[src/sv/chgw_pkg.sv]
// ----------------------------------------------------------------------------
// chgw_pkg
// command and status types shared by the hull walk controller and datapath
// ----------------------------------------------------------------------------
package chgw_pkg;

    // commands from controller to datapath
    typedef struct packed {
        logic load;     // store an accepted point and update the extreme trackers
        logic init;     // set up the walk from the start point
        logic capture;  // form the orientation products for the current candidate
        logic decide;   // take or skip the current candidate
        logic advance;  // close one step of the walk and emit the vertex
        logic j_inc;    // move the scan to the next stored point
        logic j_clear;  // restart the scan at point zero
    } chgw_cmd_t;

    // status from datapath to controller
    typedef struct packed {
        logic j_last;     // scan index sits on the last stored point
        logic walk_done;  // the chosen target is the start point
    } chgw_status_t;

endpackage

[src/sv/chgw_ctrl.sv]
// ----------------------------------------------------------------------------
// chgw_ctrl
// sequencer for point loading, the per-vertex scan and result emission
// ----------------------------------------------------------------------------
module chgw_ctrl (
    input  logic                  clk,
    input  logic                  rst_n,
    input  logic                  start,
    input  logic                  last,
    input  chgw_pkg::chgw_status_t status,
    output chgw_pkg::chgw_cmd_t    cmd,
    output logic                  busy
);
    import chgw_pkg::*;

    typedef enum logic [2:0] {
        IDLE,
        INIT,
        MUL,
        CMP,
        STEP
    } state_t;

    state_t state_reg;
    state_t state_next;
    logic   busy_reg;

    // next state
    always_comb
    begin
        state_next = state_reg;
        unique case (state_reg)
            IDLE:
            begin
                if (start && last)
                begin
                    state_next = INIT;
                end
            end
            INIT:
            begin
                state_next = MUL;
            end
            MUL:
            begin
                state_next = CMP;
            end
            CMP:
            begin
                state_next = status.j_last ? STEP : MUL;
            end
            STEP:
            begin
                state_next = status.walk_done ? IDLE : MUL;
            end
            default:
            begin
                state_next = IDLE;
            end
        endcase
    end

    // state and registered busy flag
    always_ff @(posedge clk or negedge rst_n)
    begin
        if (!rst_n)
        begin
            state_reg <= IDLE;
            busy_reg  <= 1'b0;
        end
        else
        begin
            state_reg <= state_next;
            busy_reg  <= (state_next != IDLE);
        end
    end

    // command decode
    always_comb
    begin
        cmd         = '0;
        cmd.load    = (state_reg == IDLE) && start;
        cmd.init    = (state_reg == INIT);
        cmd.capture = (state_reg == MUL);
        cmd.decide  = (state_reg == CMP);
        cmd.advance = (state_reg == STEP);
        cmd.j_inc   = (state_reg == CMP) && !status.j_last;
        cmd.j_clear = (state_reg == INIT) || (state_reg == STEP)
                      || ((state_reg == CMP) && status.j_last);
    end

    assign busy = busy_reg;

endmodule

[src/sv/chgw_datapath.sv]
// ----------------------------------------------------------------------------
// chgw_datapath
// point memory, extreme trackers, orientation unit and walk registers
// ----------------------------------------------------------------------------
module chgw_datapath #(
    parameter int MAX_POINTS = 64,
    parameter int COORD_BITS = 16
) (
    input  logic                         clk,
    input  logic                         rst_n,
    input  chgw_pkg::chgw_cmd_t           cmd,
    input  logic signed [COORD_BITS-1:0] x,
    input  logic signed [COORD_BITS-1:0] y,
    output chgw_pkg::chgw_status_t        status,
    output logic                         valid,
    output logic [$clog2(MAX_POINTS)-1:0] point_index,
    output logic                         last_res
);
    import chgw_pkg::*;

    localparam int IDX_W = $clog2(MAX_POINTS);
    localparam int CNT_W = $clog2(MAX_POINTS + 1);
    localparam int C     = COORD_BITS;
    localparam int D     = COORD_BITS + 1;
    localparam int P     = 2 * D;

    // point memory
    logic signed [C-1:0] mem_x [MAX_POINTS];
    logic signed [C-1:0] mem_y [MAX_POINTS];
    logic signed [C-1:0] rd_x_reg;
    logic signed [C-1:0] rd_y_reg;

    // control registers
    logic [CNT_W-1:0]      count_reg;
    logic [IDX_W-1:0]      j_reg;
    logic [IDX_W-1:0]      j_next;
    logic [MAX_POINTS-1:0] mark_reg;
    logic                  valid_reg;

    // extreme trackers filled while loading
    logic [IDX_W-1:0]    minx_idx_reg, miny_idx_reg, maxy_idx_reg;
    logic signed [C-1:0] minx_x_reg, minx_y_reg;
    logic signed [C-1:0] miny_x_reg, miny_y_reg;
    logic signed [C-1:0] maxy_x_reg, maxy_y_reg;

    // walk registers
    logic [IDX_W-1:0]    cur_idx_reg, tgt_idx_reg, first_idx_reg;
    logic signed [C-1:0] cur_x_reg, cur_y_reg, tgt_x_reg, tgt_y_reg;
    logic signed [C-1:0] first_x_reg, first_y_reg;
    logic                first_reached_reg;
    logic [IDX_W-1:0]    cand_idx_reg;
    logic signed [C-1:0] cand_x_reg, cand_y_reg;
    logic                cand_marked_reg;
    logic signed [P-1:0] prod_p_reg, prod_q_reg;
    logic                box_reg;
    logic [IDX_W-1:0]    out_idx_reg;
    logic                out_last_reg;

    logic                store_en;
    logic                first_pt;
    logic                first_is_max;
    logic signed [D-1:0] d1, d2, d3, d4;
    logic signed [C-1:0] bx_lo, bx_hi, by_lo, by_hi;
    logic                in_box;
    logic                take;
    logic                tgt_is_first;

    assign store_en = cmd.load && (count_reg < CNT_W'(MAX_POINTS));
    assign first_pt = (count_reg == '0);

    // scan index, the read address follows its next value
    always_comb
    begin
        j_next = j_reg;
        if (cmd.j_clear)
        begin
            j_next = '0;
        end
        else if (cmd.j_inc)
        begin
            j_next = j_reg + IDX_W'(1);
        end
    end

    // memory write and registered read
    always_ff @(posedge clk)
    begin
        if (store_en)
        begin
            mem_x[count_reg[IDX_W-1:0]] <= x;
            mem_y[count_reg[IDX_W-1:0]] <= y;
        end
        rd_x_reg <= mem_x[j_next];
        rd_y_reg <= mem_y[j_next];
    end

    // orientation terms of (cur, tgt, candidate) and bounding box test
    always_comb
    begin
        d1 = D'(cur_x_reg) - D'(rd_x_reg);
        d2 = D'(cur_y_reg) - D'(rd_y_reg);
        d3 = D'(tgt_x_reg) - D'(rd_x_reg);
        d4 = D'(tgt_y_reg) - D'(rd_y_reg);
        bx_lo = (cur_x_reg < tgt_x_reg) ? cur_x_reg : tgt_x_reg;
        bx_hi = (cur_x_reg < tgt_x_reg) ? tgt_x_reg : cur_x_reg;
        by_lo = (cur_y_reg < tgt_y_reg) ? cur_y_reg : tgt_y_reg;
        by_hi = (cur_y_reg < tgt_y_reg) ? tgt_y_reg : cur_y_reg;
        in_box = (rd_x_reg >= bx_lo) && (rd_x_reg <= bx_hi)
                 && (rd_y_reg >= by_lo) && (rd_y_reg <= by_hi);
    end

    // negative turn, or collinear and on the segment
    assign take = !cand_marked_reg
                  && ((prod_p_reg < prod_q_reg)
                      || ((prod_p_reg == prod_q_reg) && box_reg));

    assign first_is_max = (miny_idx_reg == minx_idx_reg);
    assign tgt_is_first = (tgt_idx_reg == first_idx_reg);

    // control state with reset
    always_ff @(posedge clk or negedge rst_n)
    begin
        if (!rst_n)
        begin
            count_reg <= '0;
            j_reg     <= '0;
            mark_reg  <= '0;
            valid_reg <= 1'b0;
        end
        else
        begin
            j_reg     <= j_next;
            valid_reg <= cmd.advance;
            if (store_en)
            begin
                count_reg <= count_reg + CNT_W'(1);
            end
            if (cmd.init)
            begin
                mark_reg[minx_idx_reg] <= 1'b1;
            end
            if (cmd.advance)
            begin
                if (status.walk_done)
                begin
                    count_reg <= '0;
                    mark_reg  <= '0;
                end
                else
                begin
                    mark_reg[tgt_idx_reg] <= 1'b1;
                end
            end
        end
    end

    // trackers, walk and output payload
    always_ff @(posedge clk)
    begin
        if (store_en)
        begin
            if (first_pt || (x < minx_x_reg))
            begin
                minx_idx_reg <= count_reg[IDX_W-1:0];
                minx_x_reg   <= x;
                minx_y_reg   <= y;
            end
            if (first_pt || (y < miny_y_reg))
            begin
                miny_idx_reg <= count_reg[IDX_W-1:0];
                miny_x_reg   <= x;
                miny_y_reg   <= y;
            end
            if (first_pt || (y > maxy_y_reg))
            begin
                maxy_idx_reg <= count_reg[IDX_W-1:0];
                maxy_x_reg   <= x;
                maxy_y_reg   <= y;
            end
        end

        // walk set-up from the least-x point
        if (cmd.init)
        begin
            cur_idx_reg       <= minx_idx_reg;
            cur_x_reg         <= minx_x_reg;
            cur_y_reg         <= minx_y_reg;
            first_reached_reg <= 1'b0;
            if (first_is_max)
            begin
                first_idx_reg <= maxy_idx_reg;
                first_x_reg   <= maxy_x_reg;
                first_y_reg   <= maxy_y_reg;
                tgt_idx_reg   <= maxy_idx_reg;
                tgt_x_reg     <= maxy_x_reg;
                tgt_y_reg     <= maxy_y_reg;
            end
            else
            begin
                first_idx_reg <= miny_idx_reg;
                first_x_reg   <= miny_x_reg;
                first_y_reg   <= miny_y_reg;
                tgt_idx_reg   <= miny_idx_reg;
                tgt_x_reg     <= miny_x_reg;
                tgt_y_reg     <= miny_y_reg;
            end
        end

        // products registered ahead of the compare
        if (cmd.capture)
        begin
            prod_p_reg      <= d1 * d4;
            prod_q_reg      <= d2 * d3;
            box_reg         <= in_box;
            cand_marked_reg <= mark_reg[j_reg];
            cand_idx_reg    <= j_reg;
            cand_x_reg      <= rd_x_reg;
            cand_y_reg      <= rd_y_reg;
        end

        if (cmd.decide && take)
        begin
            tgt_idx_reg <= cand_idx_reg;
            tgt_x_reg   <= cand_x_reg;
            tgt_y_reg   <= cand_y_reg;
        end

        // emit the current vertex, then move to the chosen target
        if (cmd.advance)
        begin
            out_idx_reg  <= cur_idx_reg;
            out_last_reg <= status.walk_done;
            cur_idx_reg  <= tgt_idx_reg;
            cur_x_reg    <= tgt_x_reg;
            cur_y_reg    <= tgt_y_reg;
            first_reached_reg <= first_reached_reg || tgt_is_first;
            if (first_reached_reg || tgt_is_first)
            begin
                tgt_idx_reg <= minx_idx_reg;
                tgt_x_reg   <= minx_x_reg;
                tgt_y_reg   <= minx_y_reg;
            end
            else
            begin
                tgt_idx_reg <= first_idx_reg;
                tgt_x_reg   <= first_x_reg;
                tgt_y_reg   <= first_y_reg;
            end
        end
    end

    // status back to the controller
    always_comb
    begin
        status           = '0;
        status.j_last    = ((CNT_W'(j_reg) + CNT_W'(1)) == count_reg);
        status.walk_done = (tgt_idx_reg == minx_idx_reg);
    end

    assign valid       = valid_reg;
    assign point_index = out_idx_reg;
    assign last_res    = out_last_reg;

endmodule

[src/sv/convex_hull_gift_wrap.sv]
// ----------------------------------------------------------------------------
// convex_hull_gift_wrap
// stores a 2-D point set and walks its boundary by gift wrapping
// ----------------------------------------------------------------------------
// channel   signals                 handshake
// point in  x, y, last              start high and busy low at a clock edge
// vertex    point_index, last_res   valid high for one cycle, no back-pressure
//
// a point without last is stored and the block stays idle; a point with last starts the walk at once
// one walk: an INIT set-up state, then per boundary vertex a MUL and a CMP state for
// each of the n stored points and a closing STEP state, a split forced by the single
// memory read port and the compare that must see the target chosen for the previous candidate
// busy stays high from the cycle after the last point until the final vertex
// reset clears the point count and the boundary marks, memory needs no clear
// ----------------------------------------------------------------------------
module convex_hull_gift_wrap #(
    parameter int MAX_POINTS = 64,
    parameter int COORD_BITS = 16
) (
    input  logic                          clk,
    input  logic                          rst_n,
    input  logic                          start,
    output logic                          busy,
    input  logic signed [COORD_BITS-1:0]  x,
    input  logic signed [COORD_BITS-1:0]  y,
    input  logic                          last,
    output logic                          valid,
    output logic [$clog2(MAX_POINTS)-1:0] point_index,
    output logic                          last_res
);
    import chgw_pkg::*;

    chgw_cmd_t    cmd;
    chgw_status_t status;

    // sequencer
    chgw_ctrl u_ctrl (
        .clk    (clk),
        .rst_n  (rst_n),
        .start  (start),
        .last   (last),
        .status (status),
        .cmd    (cmd),
        .busy   (busy)
    );

    // storage and arithmetic
    chgw_datapath #(
        .MAX_POINTS (MAX_POINTS),
        .COORD_BITS (COORD_BITS)
    ) u_datapath (
        .clk         (clk),
        .rst_n       (rst_n),
        .cmd         (cmd),
        .x           (x),
        .y           (y),
        .status      (status),
        .valid       (valid),
        .point_index (point_index),
        .last_res    (last_res)
    );

    // the final vertex leaves the block idle
    a_final_idle: assert property (@(posedge clk) disable iff (!rst_n)
        valid && last_res |-> !busy)
        else $error("final vertex emitted while still busy");

    // an earlier vertex is always followed by more of the walk
    a_mid_busy: assert property (@(posedge clk) disable iff (!rst_n)
        valid && !last_res |-> busy)
        else $error("walk stopped after a vertex without the final mark");

    // a point without last does not start a walk
    a_plain_load: assert property (@(posedge clk) disable iff (!rst_n)
        start && !busy && !last |=> !busy)
        else $error("walk started by a point without last");

    // vertex strobes never come back to back
    a_strobe_gap: assert property (@(posedge clk) disable iff (!rst_n)
        valid |=> !valid)
        else $error("vertex strobes in consecutive cycles");

endmodule
[config.mk]
export PLATFORM = sky130hd
export DESIGN_NAME = convex_hull_gift_wrap
export DESIGN_NICKNAME = d
export VERILOG_FILES = /design/src/sv/chgw_pkg.sv /design/src/sv/chgw_ctrl.sv /design/src/sv/chgw_datapath.sv /design/src/sv/convex_hull_gift_wrap.sv
export SDC_FILE = /design/constraint.sdc
export NUM_CORES = 2
export LEC_CHECK = 0
export BUFFER_PORTS_ARGS = -buffer_cell sky130_fd_sc_hd__clkbuf_2
export CAP_MARGIN = 20
export CORE_ASPECT_RATIO = 0.5
export CORE_UTILIZATION = 40
export CTS_BUF_LIST = sky130_fd_sc_hd__clkbuf_4 sky130_fd_sc_hd__clkbuf_8
export CTS_CLUSTER_DIAMETER = 120
export DETAILED_ROUTE_END_ITERATION = 10
export GPL_ROUTABILITY_DRIVEN = 0
export GPL_TIMING_DRIVEN = 0
export SKIP_LAST_GASP = 1
export SLEW_MARGIN = 20
export SYNTH_ARGS = -nofsm -noshare
export SYNTH_HDL_FRONTEND = slang
export SYNTH_SLANG_ARGS = --single-unit
[constraint.sdc]
create_clock -name clk -period 8.7 [get_ports clk]
set_clock_uncertainty 0.2 [all_clocks]
set_input_delay 0.435 -clock clk [delete_from_list [all_inputs] [get_ports clk]]
set_output_delay 0.435 -clock clk [all_outputs]
set_load 0.03 [all_outputs]
### After elaboration in Yosys (flattened, before gate mapping)

Memories as Yosys holds them, arrays and structs flattened. A register that Yosys moved wholly into a read port is not among the register bits.
Cells that the tools add are included.

| word-level totals | value |
|---|---|
| bits in writable memories | 2,048 |
| register bits | 426 |
| logic and storage cells | 149 |
| input bits | 36 |
| memories kept | 2 |
| output and inout bits | 9 |

| operators by class | value |
|---|---|
| multipliers | 2 |
| $add $sub $neg | 7 |
| equality and inequality tests | 9 |
| multiplexer cells | 47 |
| bitwise operators | 2 |
| $lt $le $gt $ge | 16 |
| reduce and logical (&&, ||, !) cells | 30 |

Memories:

| name | words | width | rd ports | clocked after Yosys merged registers in | write ports | RTL line | source |
|---|---|---|---|---|---|---|---|
| u_datapath.mem_x | 64 | 16 | 1 | 1 | 1 | chgw_datapath.sv:28 | `logic signed [C-1:0] mem_x [MAX_POINTS];` |
| u_datapath.mem_y | 64 | 16 | 1 | 1 | 1 | chgw_datapath.sv:29 | `logic signed [C-1:0] mem_y [MAX_POINTS];` |

Operators with widths:

| kind | count |
|---|---|
| $mux 16 | 18 |
| $mux 64 | 3 |
| $or 64x64->64 | 2 |
| $mul 17x17->34 | 2 |
| $sub 16x16->17 | 4 |
| $lt 16x16->1 | 4 |
| $mux 6 | 9 |
| $eq 34x34->1 | 1 |
| $lt 34x34->1 | 1 |
| $ge 16x16->1 | 2 |
| $le 16x16->1 | 2 |
| $lt 6x7->1 const B | 3 |
| $mux 7 | 3 |
| $eq 6x6->1 | 3 |
| $gt 16x16->1 | 1 |
| $pmux 3 s5 | 1 |
| $logic_and 1x1->1 | 13 |
| $demux 1 s6 | 2 |
| $ge 6x1->1 const B | 2 |
| $add 6x1->7 const B | 1 |
| $add 7x1->7 const B | 1 |
| $eq 7x7->1 | 1 |
| $logic_not 7->1 | 1 |
| $logic_or 1x1->1 | 7 |
| 14 further kinds | 26 |

### Logic depth before layout (Yosys ltp)

| logic depth | value |
|---|---|
| depth after elaboration | 9 |
| depth in mapped cells | 39 |
| depth with buffers taken out | 38 |

### By module

Synthesis repeated with hierarchy kept, for this count alone.

| second synthesis, totals | value |
|---|---|
| cell total of the unflattened synthesis | 10,684 |
| area, all modules | 128,166.7 sq um |

Modules (own cells, without submodules):

| module | instances | sequential area each (sq um) | area each (sq um) | cells each |
|---|---|---|---|---|
| chgw_datapath | 1 | 74,421.4 | 127,921.4 | 10,658 |
| chgw_ctrl | 1 | 100.1 | 245.2 | 26 |

### Least setup slack after synthesis

OpenSTA, ideal clock, no wires.

| timing | value |
|---|---|
| path type | register to register |
| from | register u_ctrl.state_reg[0] |
| to | register u_datapath.box_reg, enable pin |
| setup time | 0.732 ns |
| period minus slack after synthesis | 9.403 ns |
| data arrival time | 8.471 ns |
| cell stages (with the launch flop) | 3 |
| path slack | -0.703 ns |
| required time | 7.768 ns |
| cell sequence | dfrtp_1 clkbuf_1 nor3b_1 |

| on the way | value |
|---|---|
| cells in the longest elaborated chain, start to end | 1 |

Ends and longest elaborated chain:

| item | RTL line | source |
|---|---|---|
| start: declaration | chgw_ctrl.sv:24 | `state_t state_reg;` |
| start signal: assignment | chgw_ctrl.sv:73 | `state_reg <= state_next;` |
| $eq 3x2->1 | chgw_ctrl.sv:84 | `cmd.capture = (state_reg == MUL);` |
| end signal: assignment | chgw_datapath.sv:214 | `box_reg <= in_box;` |
| end: declaration | chgw_datapath.sv:55 | `logic box_reg;` |

No other way between the ends.
A chain may end at the register's enable or synchronous reset.

### Worst setup path in the final report

| timing | value |
|---|---|
| from | register u_datapath.rd_x_reg[1] (read register of u_datapath.mem_x) |
| to | register u_datapath.prod_q_reg[31], data pin |

| on the way | value |
|---|---|
| cells in the longest elaborated chain, start to end | 2 |

Ends and longest elaborated chain:

| item | RTL line | source |
|---|---|---|
| start: declaration | chgw_datapath.sv:30 | `logic signed [C-1:0] rd_x_reg;` |
| $sub 16x16->17 | chgw_datapath.sv:102 | `d3 = D'(tgt_x_reg) - D'(rd_x_reg);` |
| $mul 17x17->34 | chgw_datapath.sv:213 | `prod_q_reg <= d2 * d3;` |
| end signal: assignment | chgw_datapath.sv:213 |  |
| end: declaration | chgw_datapath.sv:54 | `logic signed [P-1:0] prod_p_reg, prod_q_reg;` |

No other way between the ends.

==> results.sh <==
export IMPL_synth_seq_cells=2506
export IMPL_start_util=0.403
export IMPL_synthArstFlopShare=0.0327
export IMPL_ios=45
export IMPL_worstSetupStartpointType="register"
export IMPL_rows=146
export IMPL_gr_total_overflow=0
export IMPL_avgSynthCellArea_um2=12.4
export IMPL_clkTransAtPathRegs_ns=0.07
export IMPL_hp_start="y[12]"
export IMPL_drt_iter0_markers=9250
export IMPL_antenna_found_initial=21
export IMPL_nNetsFinal=12100
export IMPL_synth_net_count=11400
export IMPL_top_usage_layer="met2"
export IMPL_fmax_mhz=108
export IMPL_hold_violations=0
export IMPL_drc=0
export IMPL_hold_path_class="in2reg"
export IMPL_cap_violations=0
export IMPL_regToRegStartpoint="u_datapath.rd_x_reg[1]$_DFF_P_"
export IMPL_coreArea_mm2=0.318
export IMPL_synth_edf_count=2392
export IMPL_clockBufferDepth=4
export IMPL_clk_latency_ns=1.08
export IMPL_grt_use_total=0.233
export IMPL_yosysWarnings=0
export IMPL_dr_pass1_iters=7
export IMPL_grt_start_max_net_pins=81
export IMPL_use_met1=0.324
export IMPL_crit_slowest_cell="or4b_4"
export IMPL_multiInputGateArea_mm2=0.0503
export IMPL_fp_dieH_um=402
export IMPL_crit_type="reg2reg"
export IMPL_chipWidth_um=802
export IMPL_slew_violations=0
export IMPL_period_minus_slack_ns=9.26
export IMPL_met2_usage=0.363
export IMPL_htreeDepth=5
export IMPL_cp_required_ns=9.15
export IMPL_cts_tree="done"
export IMPL_netlist_area_mm2=0.128
export IMPL_drive_above_1_share=0.144
export IMPL_critical_path_max_stage_delay_ns=0.55
export IMPL_cts_root_buffer="clkbuf_8"
export IMPL_cts_buffers=371
export IMPL_hold_path_depth=2
export IMPL_ant_nets=0
export IMPL_seq_area_mm2=0.0745
export IMPL_die_area_mm2=0.323
export IMPL_vias_per_cell=5.46
export IMPL_area_delta_synth_final_pct=15.4
export IMPL_yosysSeqAreaShare=0.582
export IMPL_grt_pass1_vias=84200
export IMPL_worst_slew_pin_slew_ns=1.33
export IMPL_status="complete, but fails checks"
export IMPL_preCtsSetupSlack_ns=-2.42
export IMPL_r2r_cells=35
export IMPL_worst_slack_ns=-0.562
export IMPL_dp_hpwl_mm=281
export IMPL_io_buffers=44
export IMPL_synth_main_ff_cell="edfxtp_1"
export IMPL_endpoint_kind="register"
export IMPL_crit_path_max_fanout=6
export IMPL_cts_sinks=2506
export IMPL_holdPathEnd="u_datapath.mem_y[15][12]$_DFFE_PP_"
export IMPL_ff2ff_setup_slack_ns=-0.56
export IMPL_synthCells=10300
export IMPL_fillerInstances=28200
export IMPL_reg2reg_to="u_datapath.prod_q_reg[31]$_DFFE_PN_"
export IMPL_drt_wl_total_mm=385
export IMPL_holdWs_ns=0.174
export IMPL_fin_crit_sh=1.06
export IMPL_relSlewSlack=0.105
export IMPL_vias=84900
export IMPL_yosysUniqueCellTypes=85
export IMPL_use_met3=0.0411
export IMPL_wl_per_cell_um=24.8
export IMPL_rsz0062_at_grt="yes"
export IMPL_post_route_util=0.465
export IMPL_grt_first_pass_wirelength_mm=561
export IMPL_violations="negative setup slack"
export IMPL_arrival_ns=9.71
export IMPL_setup_viol=16
-- cells in the mapped netlist (all sizes together) (128+ instances only) --
cell type	n	area (um2)
a21oi	128	641
a311oi	129	1130
and3	202	1270
buf	267	1560
clkbuf	262	983
edfxtp	2392	71800
fa	596	11900
ha	411	5140
inv	836	3140
mux2i	571	5720
nand2	1987	7460
nand3	654	3280
nor2	517	1950
o21ai	134	671
-- timing repair --
action / CTS / global route
buffers inserted: 80 / 72
gates resized for setup: 273 / 209
pin swaps: 126 / 146
cloned: 1 / 1
hold buffers: 37 / 0
endpoints found under the setup margin: 38 / 31
endpoints found under the hold margin: 1981 / 0
-- layout make-up --
type                            instances  area share
Antenna cell                           16    0.000271
Buffer                                527      0.0185
Clock buffer                          521      0.0427
Clock inverter                        134     0.00539
Inverter                              836      0.0213
Multi-Input combinational cell       6447       0.340
Sequential cell                      2506       0.504
Tap cell                             4218      0.0357
Timing Repair Buffer                  350      0.0316
-- worst max-delay path by stage --
stage | slack, ns | depth (start not counted) | startpoint | endpoint
2_1_floorplan | 0.002 | 36 | u_datapath.cur_x_reg[1]$_DFFE_PP_ | u_datapath.prod_p_reg[32]$_DFFE_PN_
3_3_place_gp | -2.40 | 37 | u_datapath.tgt_y_reg[0]$_DFFE_PP_ | u_datapath.prod_p_reg[32]$_DFFE_PN_
3_5_place_dp | -2.42 | 37 | u_datapath.rd_y_reg[1]$_DFF_P_ | u_datapath.prod_q_reg[33]$_DFFE_PN_
4_1_cts | -0.47 | 38 | u_datapath.cur_x_reg[0]$_DFFE_PP_ | u_datapath.prod_p_reg[32]$_DFFE_PN_
5_1_grt | -0.94 | 36 | u_datapath.rd_y_reg[3]$_DFF_P_ | u_datapath.prod_q_reg[31]$_DFFE_PN_
6_report | -0.56 | 35 | u_datapath.rd_x_reg[1]$_DFF_P_ | u_datapath.prod_q_reg[31]$_DFFE_PN_
-- through the flow --
step	instances	instance area, um2	setup TNS [ns]
after floorplan	10300	128000	0
after global placement	14600	134000	-54.15
after detailed placement	14700	137000	-47.39
after CTS	15500	146000	-5.30
after global routing	15500	148000	-10.31
final	15600	148000	-5.43
-- cell families after synthesis --
kind of cell             after synthesis  share of synthesized area
AND/OR/NAND/NOR                     3764                      0.128
flip-flops                          2506                      0.582
buffers and inverters               1365                     0.0443
adder cells (fa/ha/maj)             1007                      0.133
AO/OA/AOI/OAI                        890                     0.0503
multiplexers                         615                     0.0503
XOR/XNOR                             171                     0.0117
-- critical path, delay by kind of cell, from the launching register on --
family	cells	cell delay, ns
buffers and inverters	5	0.47
XOR/XNOR	1	0.14
AO/OA/AOI/OAI	13	2.61
adder cells (fa/ha/maj)	8	3.39
AND/OR/NAND/NOR	7	1.30
flip-flops	1	0.43
multiplexers	1	0.30
-- layer usage --
layer | up-vias | wire [um]
met5 | - | 35
met4 | 6 | 18200
met3 | 780 | 32000
met2 | 3720 | 172000
met1 | 42600 | 163000
li1 | 37800 | -
-- placed cells by master (no fill, tap or decap), types with 48 or more instances in the layout --
cell type	instances
ha_1	388
and3_1	200
fa_1	569
clkinv_1	84
buf_2	180
clkbuf_1	219
clkbuf_8	391
nor2_4	69
and2_1	48
a21o_1	70
nand3_1	647
nand2b_1	55
nand2_1	1973
xnor2_1	75
a311oi_1	129
mux2i_1	570
o221ai_1	71
clkbuf_4	177
dfrtp_1	82
inv_1	806
buf_4	183
nor2b_1	75
a31oi_1	76
nor2_1	432
buf_12	56
nor3_1	88
o22ai_1	49
edfxtp_1	2392
a32o_1	64
buf_16	58
a21oi_1	97
o21ai_0	103
Power is not shown: default switching activity piles up to over one toggle a cycle in this logic, so the estimate is an artifact.
